--- src/rtl/rfcd_pkg.sv ---
package rfcd_pkg;

  localparam int FIFO_DEPTH = 32;
  localparam int PTR_W      = $clog2(FIFO_DEPTH);
  localparam int FILL_W     = 5;
  localparam int SPEED_W    = 7;
  localparam int CMD_W      = 4;

  localparam logic [SPEED_W-1:0] SPEED_MAX   = 7'd100;
  localparam logic [SPEED_W-1:0] SPEED_RESET = 7'd50;
  localparam logic [7:0]         CTRL_LIMIT  = 8'd32;

  localparam logic [CMD_W-1:0] OP_NOP      = 4'd0;
  localparam logic [CMD_W-1:0] OP_SPEED    = 4'd1;
  localparam logic [CMD_W-1:0] OP_FWD      = 4'd2;
  localparam logic [CMD_W-1:0] OP_BACK     = 4'd3;
  localparam logic [CMD_W-1:0] OP_TURN_L   = 4'd4;
  localparam logic [CMD_W-1:0] OP_TURN_R   = 4'd5;
  localparam logic [CMD_W-1:0] OP_HALT     = 4'd6;
  localparam logic [CMD_W-1:0] OP_LAMP_ON  = 4'd7;
  localparam logic [CMD_W-1:0] OP_LAMP_OFF = 4'd8;
  localparam logic [CMD_W-1:0] OP_AUTO     = 4'd9;
  localparam logic [CMD_W-1:0] OP_TEMP     = 4'd10;
  localparam logic [CMD_W-1:0] OP_HUMID    = 4'd11;
  localparam logic [CMD_W-1:0] OP_DIST     = 4'd12;
  localparam logic [CMD_W-1:0] OP_INFO     = 4'd13;
  localparam logic [CMD_W-1:0] OP_BAD      = 4'd14;

  localparam logic REQ_PUSH = 1'b0;
  localparam logic REQ_POP  = 1'b1;

  localparam logic [0:0] REG_DEFAULT_SPEED = 1'b0;

  typedef struct packed {
    logic       req_type;
    logic [7:0] rx_byte;
  } rfcd_in_t;

  typedef struct packed {
    logic [CMD_W-1:0]   command;
    logic [SPEED_W-1:0] speed;
    logic [FILL_W-1:0]  fill_count;
    logic               dropped;
  } rfcd_out_t;

  // Bookkeeping of one beat after the FIFO stage; the popped byte travels beside it.
  typedef struct packed {
    logic              pop_hit;
    logic              dropped;
    logic [FILL_W-1:0] fill_count;
  } rfcd_stage_t;

  typedef struct packed {
    logic               load;
    logic [SPEED_W-1:0] speed;
  } rfcd_cfg_t;

  typedef struct packed {
    logic [CMD_W-1:0]   cmd;
    logic               set_speed;
    logic [SPEED_W-1:0] speed;
  } rfcd_dec_t;

  function automatic rfcd_dec_t decode_byte(input logic [7:0] raw);
    logic [7:0] b;
    rfcd_dec_t  d;
    b           = raw;
    d.cmd       = OP_NOP;
    d.set_speed = 1'b0;
    d.speed     = '0;
    if (b inside {["a":"z"]}) begin
      b = b - 8'd32;
    end
    if (b inside {["1":"9"]}) begin
      d.cmd       = OP_SPEED;
      d.set_speed = 1'b1;
      // For ASCII digits the low nibble is the digit value.
      d.speed     = SPEED_W'(b[3:0]) * 7'd10;
    end else begin
      case (b)
        "F", "W": d.cmd = OP_FWD;
        "B", "X": d.cmd = OP_BACK;
        "L", "A": d.cmd = OP_TURN_L;
        "R", "D": d.cmd = OP_TURN_R;
        "S", " ": d.cmd = OP_HALT;
        "O":      d.cmd = OP_LAMP_ON;
        "P":      d.cmd = OP_LAMP_OFF;
        "M":      d.cmd = OP_AUTO;
        "T":      d.cmd = OP_TEMP;
        "H":      d.cmd = OP_HUMID;
        "U":      d.cmd = OP_DIST;
        "I":      d.cmd = OP_INFO;
        default: begin
          d.cmd = (b < CTRL_LIMIT) ? OP_NOP : OP_BAD;
        end
      endcase
    end
    return d;
  endfunction

endpackage

--- src/rtl/rx_fifo_command_decoder_core.sv ---
// Receive byte FIFO with a one-byte command decoder on its read side.
// Input channel (in_valid / in_stall / in_beat): a beat with req_type push
// stores rx_byte unless the FIFO already holds FIFO_DEPTH-1 bytes, in which
// case the byte is discarded and the result shows dropped. A pop beat takes
// the oldest byte, folds lower case to upper case and decodes it; on an
// empty FIFO it gives no command and leaves everything as it was.
// Output channel (out_valid / out_stall / out_beat): exactly one result per
// input beat, in order, with the command, the speed after the beat and the
// fill count after the beat.
// The FIFO stage updates the pointers and reads the byte store at the
// accepting edge, and the decode stage then loads the result register from
// the FIFO stage. One beat is accepted every cycle while in_stall is low;
// the limit is the single write and single read port of the byte store.
// When the receiver stalls, the result register holds and the FIFO stage
// holds behind it; in_stall rises only while both stages are occupied.
// Reset (rst, synchronous) empties the FIFO and loads the speed and the
// default_speed register with 50. Writing default_speed over APB also loads
// the speed; only pwdata[6:0] is used, and values above 100 are clipped to 100.
module rx_fifo_command_decoder_core import rfcd_pkg::*; (
  input  logic        clk,
  input  logic        rst,
  input  logic        in_valid,
  output logic        in_stall,
  input  rfcd_in_t    in_beat,
  output logic        out_valid,
  input  logic        out_stall,
  output rfcd_out_t   out_beat,
  input  logic        psel,
  input  logic        penable,
  input  logic        pwrite,
  input  logic [2:0]  paddr,
  input  logic [31:0] pwdata,
  output logic [31:0] prdata,
  output logic        pready
);

  rfcd_cfg_t   cfg;
  logic        s1_valid;
  logic        s1_stall;
  rfcd_stage_t s1_info;
  logic [7:0]  s1_byte;

  rfcd_cfg u_cfg (
    .clk     (clk),
    .rst     (rst),
    .psel    (psel),
    .penable (penable),
    .pwrite  (pwrite),
    .paddr   (paddr),
    .pwdata  (pwdata),
    .prdata  (prdata),
    .pready  (pready),
    .cfg     (cfg)
  );

  rfcd_fifo u_fifo (
    .clk      (clk),
    .rst      (rst),
    .in_valid (in_valid),
    .in_stall (in_stall),
    .in_beat  (in_beat),
    .s1_valid (s1_valid),
    .s1_stall (s1_stall),
    .s1_info  (s1_info),
    .s1_byte  (s1_byte)
  );

  rfcd_decode u_decode (
    .clk       (clk),
    .rst       (rst),
    .cfg       (cfg),
    .s1_valid  (s1_valid),
    .s1_stall  (s1_stall),
    .s1_info   (s1_info),
    .s1_byte   (s1_byte),
    .out_valid (out_valid),
    .out_stall (out_stall),
    .out_beat  (out_beat)
  );

endmodule

--- src/rtl/rfcd_cfg.sv ---
module rfcd_cfg import rfcd_pkg::*; (
  input  logic        clk,
  input  logic        rst,
  input  logic        psel,
  input  logic        penable,
  input  logic        pwrite,
  input  logic [2:0]  paddr,
  input  logic [31:0] pwdata,
  output logic [31:0] prdata,
  output logic        pready,
  output rfcd_cfg_t   cfg
);

  logic [SPEED_W-1:0] default_speed;
  logic [SPEED_W-1:0] wr_speed;
  logic               wr_en;

  assign pready   = 1'b1;
  assign wr_en    = psel && penable && pwrite && (paddr[2:2] == REG_DEFAULT_SPEED);
  // Values above full speed saturate.
  assign wr_speed = (pwdata[SPEED_W-1:0] > SPEED_MAX) ? SPEED_MAX : pwdata[SPEED_W-1:0];

  always_ff @(posedge clk) begin
    if (rst) begin
      default_speed <= SPEED_RESET;
    end else if (wr_en) begin
      default_speed <= wr_speed;
    end
  end

  assign prdata    = (paddr[2:2] == REG_DEFAULT_SPEED) ? 32'(default_speed) : '0;
  assign cfg.load  = wr_en;
  assign cfg.speed = wr_speed;

endmodule

--- src/rtl/rfcd_fifo.sv ---
module rfcd_fifo import rfcd_pkg::*; (
  input  logic        clk,
  input  logic        rst,
  input  logic        in_valid,
  output logic        in_stall,
  input  rfcd_in_t    in_beat,
  output logic        s1_valid,
  input  logic        s1_stall,
  output rfcd_stage_t s1_info,
  output logic [7:0]  s1_byte
);

  logic [7:0]       mem [FIFO_DEPTH];
  logic [PTR_W-1:0] wr_ptr;
  logic [PTR_W-1:0] rd_ptr;
  logic [PTR_W-1:0] wr_ptr_next;
  logic [PTR_W-1:0] rd_ptr_next;
  logic [PTR_W-1:0] wr_inc;
  logic [PTR_W-1:0] rd_inc;
  logic [PTR_W:0]   fill;
  logic             accept;
  logic             full;
  logic             empty;
  logic             do_push;
  logic             do_pop;

  assign in_stall = s1_valid && s1_stall;
  assign accept   = in_valid && !in_stall;

  assign wr_inc = (wr_ptr == PTR_W'(FIFO_DEPTH - 1)) ? '0 : wr_ptr + 1'b1;
  assign rd_inc = (rd_ptr == PTR_W'(FIFO_DEPTH - 1)) ? '0 : rd_ptr + 1'b1;
  // One slot always stays free so that equal pointers mean empty.
  assign full   = (wr_inc == rd_ptr);
  assign empty  = (wr_ptr == rd_ptr);

  assign do_push = accept && (in_beat.req_type == REQ_PUSH) && !full;
  assign do_pop  = accept && (in_beat.req_type == REQ_POP) && !empty;

  assign wr_ptr_next = do_push ? wr_inc : wr_ptr;
  assign rd_ptr_next = do_pop ? rd_inc : rd_ptr;

  always_comb begin
    if (wr_ptr_next >= rd_ptr_next) begin
      fill = {1'b0, wr_ptr_next} - {1'b0, rd_ptr_next};
    end else begin
      fill = {1'b0, wr_ptr_next} + (PTR_W + 1)'(FIFO_DEPTH) - {1'b0, rd_ptr_next};
    end
  end

  always_ff @(posedge clk) begin
    if (rst) begin
      wr_ptr   <= '0;
      rd_ptr   <= '0;
      s1_valid <= 1'b0;
    end else begin
      wr_ptr <= wr_ptr_next;
      rd_ptr <= rd_ptr_next;
      if (accept) begin
        s1_valid <= 1'b1;
      end else if (!s1_stall) begin
        s1_valid <= 1'b0;
      end
    end
  end

  always_ff @(posedge clk) begin
    if (do_push) begin
      mem[wr_ptr] <= in_beat.rx_byte;
    end
    if (do_pop) begin
      s1_byte <= mem[rd_ptr];
    end
  end

  always_ff @(posedge clk) begin
    if (accept) begin
      s1_info.pop_hit    <= (in_beat.req_type == REQ_POP) && !empty;
      s1_info.dropped    <= (in_beat.req_type == REQ_PUSH) && full;
      s1_info.fill_count <= FILL_W'(fill);
    end
  end

endmodule

--- src/rtl/rfcd_decode.sv ---
module rfcd_decode import rfcd_pkg::*; (
  input  logic        clk,
  input  logic        rst,
  input  rfcd_cfg_t   cfg,
  input  logic        s1_valid,
  output logic        s1_stall,
  input  rfcd_stage_t s1_info,
  input  logic [7:0]  s1_byte,
  output logic        out_valid,
  input  logic        out_stall,
  output rfcd_out_t   out_beat
);

  logic [SPEED_W-1:0] speed;
  logic [SPEED_W-1:0] speed_next;
  rfcd_dec_t          dec;
  logic               advance;

  assign s1_stall = out_valid && out_stall;
  assign advance  = s1_valid && !s1_stall;
  assign dec      = decode_byte(s1_byte);

  always_comb begin
    speed_next = speed;
    if (s1_info.pop_hit && dec.set_speed) begin
      speed_next = dec.speed;
    end
  end

  always_ff @(posedge clk) begin
    if (rst) begin
      speed     <= SPEED_RESET;
      out_valid <= 1'b0;
    end else begin
      if (cfg.load) begin
        speed <= cfg.speed;
      end else if (advance) begin
        speed <= speed_next;
      end
      if (advance) begin
        out_valid <= 1'b1;
      end else if (!out_stall) begin
        out_valid <= 1'b0;
      end
    end
  end

  always_ff @(posedge clk) begin
    if (advance) begin
      out_beat.command    <= s1_info.pop_hit ? dec.cmd : OP_NOP;
      out_beat.speed      <= speed_next;
      out_beat.fill_count <= s1_info.fill_count;
      out_beat.dropped    <= s1_info.dropped;
    end
  end

endmodule

--- config.mk ---
export PLATFORM = sky130hd
export DESIGN_NAME = rx_fifo_command_decoder_core
export DESIGN_NICKNAME = d
export VERILOG_FILES = /design/src/rtl/rfcd_pkg.sv /design/src/rtl/rx_fifo_command_decoder_core.sv /design/src/rtl/rfcd_cfg.sv /design/src/rtl/rfcd_fifo.sv /design/src/rtl/rfcd_decode.sv
export SDC_FILE = /design/constraint.sdc
export NUM_CORES = 1
export LEC_CHECK = 0
export ABC_AREA = 1
export BUFFER_PORTS_ARGS = -buffer_cell sky130_fd_sc_hd__buf_2
export CAP_MARGIN = 30
export CORE_ASPECT_RATIO = 2
export CORE_MARGIN = 1
export CORE_UTILIZATION = 50
export CTS_CLUSTER_DIAMETER = 120
export DETAILED_ROUTE_END_ITERATION = 7
export PLACE_DENSITY = 0.68
export SETUP_SLACK_MARGIN = 0.5
export SYNTH_ARGS = -nofsm -noshare
export SYNTH_HDL_FRONTEND = slang
export SYNTH_SLANG_ARGS = --single-unit
--- constraint.sdc ---
create_clock -name clk -period 4.9 [get_ports clk]
set_input_delay 0.49 -clock clk [delete_from_list [all_inputs] [get_ports clk]]
set_output_delay 0.49 -clock clk [all_outputs]
set_load 0.03 [all_outputs]
# [Yosys cells after proc, flatten, opt, wreduce, memory -nomap -nowiden]
# Memory sizes are Yosys's and may differ from the RTL's. A register that Yosys moved wholly into a read port is not among the register bits.
# Index checks and enable logic that the tools add are counted.
[classes] add_sub_neg=6 n_mul=1 magnitude_cmp=7 eq_ne=23 mux=21 bitwise=3 n_reduce_logical=27
[op_table] cell="$eq A8 B7 Y1 const B" count=16
[op_table] cell="$pmux W4 S12" count=1
[op_table] cell="$mux W7" count=5
[op_table] cell="$mux W5" count=5
[op_table] cell="$logic_and A1 B1 Y1" count=16
[op_table] cell="$mux W8" count=2
[op_table] cell="$add A5 B1 Y5 const B" count=3
[op_table] cell="$reduce_or A2 Y1" count=6
[op_table] cell="$eq A5 B5 Y1" count=2
[op_table] cell="$eq A5 B5 Y1 const B" count=2
[op_table] cell="$sub A5 B5 Y5" count=2
[op_table] cell="$eq A8 B6 Y1 const B" count=1
[op_table] cell="$ge A8 B6 Y1 const B" count=1
[op_table] cell="$ge A8 B7 Y1 const B" count=1
[op_table] cell="$le A8 B6 Y1 const B" count=1
[op_table] cell="$le A8 B7 Y1 const B" count=1
[op_table] cell="$lt A8 B6 Y1 const B" count=1
[op_table] cell="$sub A8 B6 Y8 const B" count=1
[op_table] cell="$gt A7 B7 Y1 const B" count=1
[op_table] cell="$mux W1" count=7
[op_table] cell="$mul A4 B3 Y6 const B" count=1
[op_table] cell="$ge A5 B5 Y1" count=1
[op_table] cell="$logic_not A1 Y1" count=4
[op_table] cell="$mux W4" count=1
[op_table] cell="other kinds (4)" count=6
[totals] reg_bits=50 mem_bits_rw=256 out_inout_bits=52 elab_cells=103 n_memories=1
[mem_list] memory="u_fifo.mem" depth=32 width=8 rd=1 rd_clocked_by_memory_dff=1 write_ports=1 line="rfcd_fifo.sv:13" text="logic [7:0] mem [FIFO_DEPTH];"

# [Longest topological paths before layout]
[logic_depth] depth_word=10 depth_mapped=21 ltp_nobuf=21

# [Hierarchy]
# Synthesis repeated with hierarchy kept, for this count alone.
[unflattened] cells_unflattened=1246 hier_area_um2=13987.2
[modules_own_cells] mod="rfcd_fifo" n_inst=1 cells_each=935 area_each_um2=11688.7 seq_area_each_um2=8358.0
[modules_own_cells] mod="rfcd_decode" n_inst=1 cells_each=220 area_each_um2=1669.1 seq_area_each_um2=670.6
[modules_own_cells] mod="rfcd_cfg" n_inst=1 cells_each=91 area_each_um2=629.4 seq_area_each_um2=140.1

# [Worst setup path before layout]
# No wires, ideal clock.
[synth_path] path_type="register -> register" from="reg u_decode.out_valid" to="reg u_fifo.s1_info[3] (netlist name)" setup_time_ns=0.258 t_arrival_ns=2.583 t_required_ns=4.642 slack_ns=2.059 stages_incl_launch_ff=14 path_buffers=0 path_cell_list="dfxtp_1 nand2_1 nor2_1 inv_1 nand2_1 nor2_1 nand2_2 inv_1 a31oi_1 inv_1 ha_1 a21oi_1 nand2_1 xor2_1"
[synth_via] elab_chain_len=10
[synth_lines] item="start, declared" line="rfcd_decode.sv:9" text="output logic out_valid,"
[synth_lines] item="start signal, assigned" line="rfcd_decode.sv:33" text="out_valid <= 1'b0;"
[synth_lines] item="start signal, assigned" line="rfcd_decode.sv:41" text="out_valid <= 1'b1;"
[synth_lines] item="start signal, assigned" line="rfcd_decode.sv:43" text="out_valid <= 1'b0;"
[synth_lines] item="$logic_and A1 B1 Y1 (*)" line="rfcd_decode.sv:19" text="assign s1_stall = out_valid && out_stall;"
[synth_lines] item="$logic_and A1 B1 Y1 (*)" line="rfcd_fifo.sv:27" text="assign in_stall = s1_valid && s1_stall;"
[synth_lines] item="net in_stall" line="rx_fifo_command_decoder_core.sv:23" text="output logic in_stall,"
[synth_lines] item="$logic_not A1 Y1 (*)" line="rfcd_fifo.sv:28" text="assign accept = in_valid && !in_stall;"
[synth_lines] item="$logic_and A1 B1 Y1 (*)" line="rfcd_fifo.sv:28"
[synth_lines] item="$logic_and A1 B1 Y1 (2 in series)" line="rfcd_fifo.sv:36" text="assign do_push = accept && (in_beat.req_type == REQ_PUSH) && !full;"
[synth_lines] item="$mux W5" line="rfcd_fifo.sv:39" text="assign wr_ptr_next = do_push ? wr_inc : wr_ptr;"
[synth_lines] item="$add A5 B1 Y5" line="rfcd_fifo.sv:46" text="fill = {1'b0, wr_ptr_next} + (PTR_W + 1)'(FIFO_DEPTH) - {1'b0, rd_ptr_next};"
[synth_lines] item="$sub A5 B5 Y5" line="rfcd_fifo.sv:46"
[synth_lines] item="$mux W5 (*)" line="rfcd_fifo.sv:43" text="if (wr_ptr_next >= rd_ptr_next) begin"
[synth_lines] item="net u_fifo.fill[3]" line="rfcd_fifo.sv:20" text="logic [PTR_W:0] fill;"
# The timed path passes the listed nets; every way through them passes the cells marked *.
# A chain may end at the register's enable or synchronous reset.

# [Worst setup path after layout]
[layout_path] from="reg u_fifo.wr_ptr[0]" to="mem u_fifo.mem[16][0], enable pin"
[layout_via] elab_chain_len=7
[layout_lines] item="start, declared" line="rfcd_fifo.sv:14" text="logic [PTR_W-1:0] wr_ptr;"
[layout_lines] item="start signal, assigned" line="rfcd_fifo.sv:56" text="wr_ptr <= wr_ptr_next;"
[layout_lines] item="$add A5 B1 Y5 or $eq A5 B5 Y1 (tied branches)" line="rfcd_fifo.sv:30" text="assign wr_inc = (wr_ptr == PTR_W'(FIFO_DEPTH - 1)) ? '0 : wr_ptr + 1'b1;"
[layout_lines] item="$mux W5" line="rfcd_fifo.sv:30"
[layout_lines] item="$eq A5 B5 Y1" line="rfcd_fifo.sv:33" text="assign full = (wr_inc == rd_ptr);"
[layout_lines] item="$logic_not A1 Y1" line="rfcd_fifo.sv:36"
[layout_lines] item="$logic_and A1 B1 Y1" line="rfcd_fifo.sv:36"
[layout_lines] item="$mux W1" line="rfcd_fifo.sv:67" text="if (do_push) begin"
[layout_lines] item="$mux W1 (implied by the code)" line="rfcd_fifo.sv:68" text="mem[wr_ptr] <= in_beat.rx_byte;"
[layout_lines] item="end, declared" line="rfcd_fifo.sv:13"
# Several ways; a longest one is shown, not always the timed one.

==> results.md <==
* M3 GR Usage at about 2.4%
* Register share of total power at ~53%
* FMAX at roughly 0.29 GHz
* M1 GR Usage at between 20% and 30%
* Die W at ~120 um
* TNS Setup at 0 ps
* Fin. Hold Viols at 0
* Status: finished, final reports clean
* Wire per inst at 20.4 um
* Via count at 9055
* Total grt overflow at 0
* Largest net degree at the start of global routing at 78
* N_diodes at 0
* Synthesized area per cell at roughly 11 um^2
* Comb power frac at 11.6%
* Final period util at between 70 and 80%
* Rel. slew slack at roughly 39%
* Worst-Margin Slew at around 910 ps
* Reg clk slew, reported paths at 70 ps
* Synthesized cell area at 0.0136 mm^2
* Hold-fix buffers at CTS at 0
* Area Growth Syn to Fin at 8.93%
* Busiest grt layer: met2
* Total Power at approximately 5.8 mW
* Clk sinks at 314
* CTS H-Tree Depth at 1
* Die height at ~230 um
* Global-route met2 utilization at ~45%
* Initial antenna violation count at 0
* Routed vias/inst at between 5 and 6
* I/O pin count at between 100 and 150
* First-pass GRT wire length at approximately 49000 um
* Static leakage at between 5 and 6 nW
* Tmin final at roughly 3500 ps
* Detailed Routing Iterations Pass 1 at 6
* Die ar. at roughly 0.028 mm^2
* R2R setup slack at around 1400 ps
* Synth unique cells at just over 40
* Crit path launch type: flop
* Area leader, netlist: edfxtp_1
* CTS tree: done
* Setup Buffers After CTS at 0
* Global Route Usage Sum at about a quarter
* Psw at around 1.5 mW
* Post-placement cell count at about 1500
* Reg2reg path depth at 13
* Final max-slew violation count at 0
* Worst EP arrival at ~3600 ps
* Fraction of layout cells with a size suffix above 1 at between 10% and 20%
* Crit end category: flop
* PostCTS Resize Cnt at 0
* Post-synthesis sequential area ratio at between 60% and 70%
* CP max FO at 10
* Net Sw Frac at around a quarter
* Synth top area cells: edfxtp_1 (64%), nor2_1 (6.5%), o21ai_0 (5.6%)
* Core area at 0.0268 mm^2
* Routed wire length at between 30000 and 40000 um
* Unrepaired setup endpoints after global routing: false
* Maximum vdd drop at roughly 0.2 mV
* Fin Clk Skew at ~15 ps
* Clk pwr share at 35.1%
* Port bufs at approximately 50
* Fill cell count at around 2200
* Most common cell after layout, fill and taps aside: edfxtp_1
* Power per Cell Area at approximately 390 mW/mm^2
* Final nets at 1277
* MaxCap Viol Count at 0
* Num CTS Buffers at 26
* Setup CP Type: reg2reg
* Initial drt markers at just under 800
* Clock root cell: clkbuf_16
* DR DRC count at 0
* Clk Latency, worst-skew pair at approximately 550 ps
* Hold Crit Class: in2reg
* Fin cells at between 1500 and 2000
* Clock Path Buffers at 3
* Hold Crit Depth at 3
* Req. time, crit path at ~5100 ps
* Cell Rows at 85
* Final setup violation count at 0
* Post-Syn Instances at between 1000 and 1500
* Commonest non-fill, non-tap cells in the layout: edfxtp_1 (288), nor2_1 (234), o21ai_0 (151), nand2_1 (89), inv_1 (64)
* GPL Wtd Cong at ~0.85
* #FFs+latches synth at between 300 and 400
* Antenna viol nets, final at 0
* Internal power at approximately 4.3 mW
* Share of the synthesized area in the top cell type at 63.8%
* Synthesis Warnings at 0
* Vias in the first global route at 8940
* Initial core utilization at 50.6%
* DP HPWL at approximately 21000 um
[metal layers]
metal / vias up / routed length [um] / share of wire [%]
met4: 0 / 1930 / 6.0
met2: 346 / 17700 / 55
met3: 96 / 1640 / 5.1
met1: 4374 / 10800 / 34
li1: 4239 / - / -
met5: - / 0 / 0
[cells in the mapped netlist (all sizes together)]
library cell  number
edfxtp           288
nor2             238
o21ai            157
nand2            100
inv               71
nand3             65
clkbuf            50
o221ai            46
buf               37
dfxtp             26
a21oi             19
o22ai             19
ha                16
a31oi             10
nand4              8
xor2               8
a32oi              6
nor3               4
nand3b             3
xnor2              3
clkinv             2
conb               2
o211ai             2
or2                2
a21boi             1
fa                 1
nor3b              1
o2111ai            1
[cells by family (layout without fill, tap and decap cells)]
family	Yosys count	in the layout	share of synthesized area (%)
other	2	26	0.0554
adders and majority gates	17	17	1.62
buffers and inverters	160	177	5.33
AOI/OAI and AO/OA	261	261	11.6
xor gates and xnor gates	11	11	0.710
and+or+nand+nor	421	421	13.1
DFF	314	314	67.6
[power groups by stage]
stage | Clock, mW | Sequential, mW | Combinational (mW)
after CTS | 2.05 | 3.07 | 0.668
after global placement | 0 | 3.13 | 0.649
after global routing | 2.14 | 3.08 | 0.738
final | 2.02 | 3.07 | 0.668
after detailed placement | 0 | 3.13 | 0.666
after floorplan | 0 | 3.10 | 0.479
[flip-flops by register name, summed over array words and instances, names as in the netlist]
| register | cells |
|---|---|
| u_fifo.mem | 256 |
| u_decode.out_beat | 17 |
| u_fifo.s1_byte | 8 |
| u_cfg.default_speed | 7 |
| u_decode.speed | 7 |
| u_fifo.s1_info | 7 |
| u_fifo.rd_ptr | 5 |
| u_fifo.wr_ptr | 5 |
| u_decode.out_valid | 1 |
| u_fifo.s1_valid | 1 |
[worst paths after layout]
kind                               start                                  end
max          u_fifo.wr_ptr[0]$_SDFF_PP0_          u_fifo.mem[16][0]$_DFFE_PP_
min reg2reg  u_fifo.s1_info[4]$_DFFE_PN_       u_decode.out_beat[5]$_DFFE_PP_
min                            pwdata[5]  u_cfg.default_speed[5]$_SDFFE_PP1P_
max reg2reg  u_fifo.wr_ptr[0]$_SDFF_PP0_          u_fifo.mem[16][0]$_DFFE_PP_
[critical path, cell delays in order (launching register included)]
cell and delay, ps:
dfxtp_1 490, ha_1 250, nand2_1 100, nor2_1 120, ha_1 260, xor2_1 190
nor2_1 70, nand2_1 60, nor2_1 50, nand3_2 90, nand2_4 100, inv_1 120
nand2_1 350, nor2_1 830
[metrics by stage]
step / hold WS [ps] / setup slack, ps / util (%) / instance area (um^2)
CTS: 216 / 1480 / 55.1 / 14800
global route: 248 / 1240 / 55.1 / 14800
floorplan: 400 / 2060 / - / 13700
detailed placement: 407 / 1510 / 52.1 / 14000
finish: 216 / 1450 / 55.1 / 14800
global placement: 402 / 1610 / 52.1 / 14000
[final cells by class]
class	count	area (um^2)	share of cell area, %
clock inverters	17	133	0.898
well taps	348	435	2.95
multi-input cells	736	3760	25.5
repair buffers	58	313	2.12
inverters	73	275	1.86
flip-flops and latches	314	9170	62.1
clock buffers	29	683	4.62
Note: power is estimated with default switching activity, not from simulation.
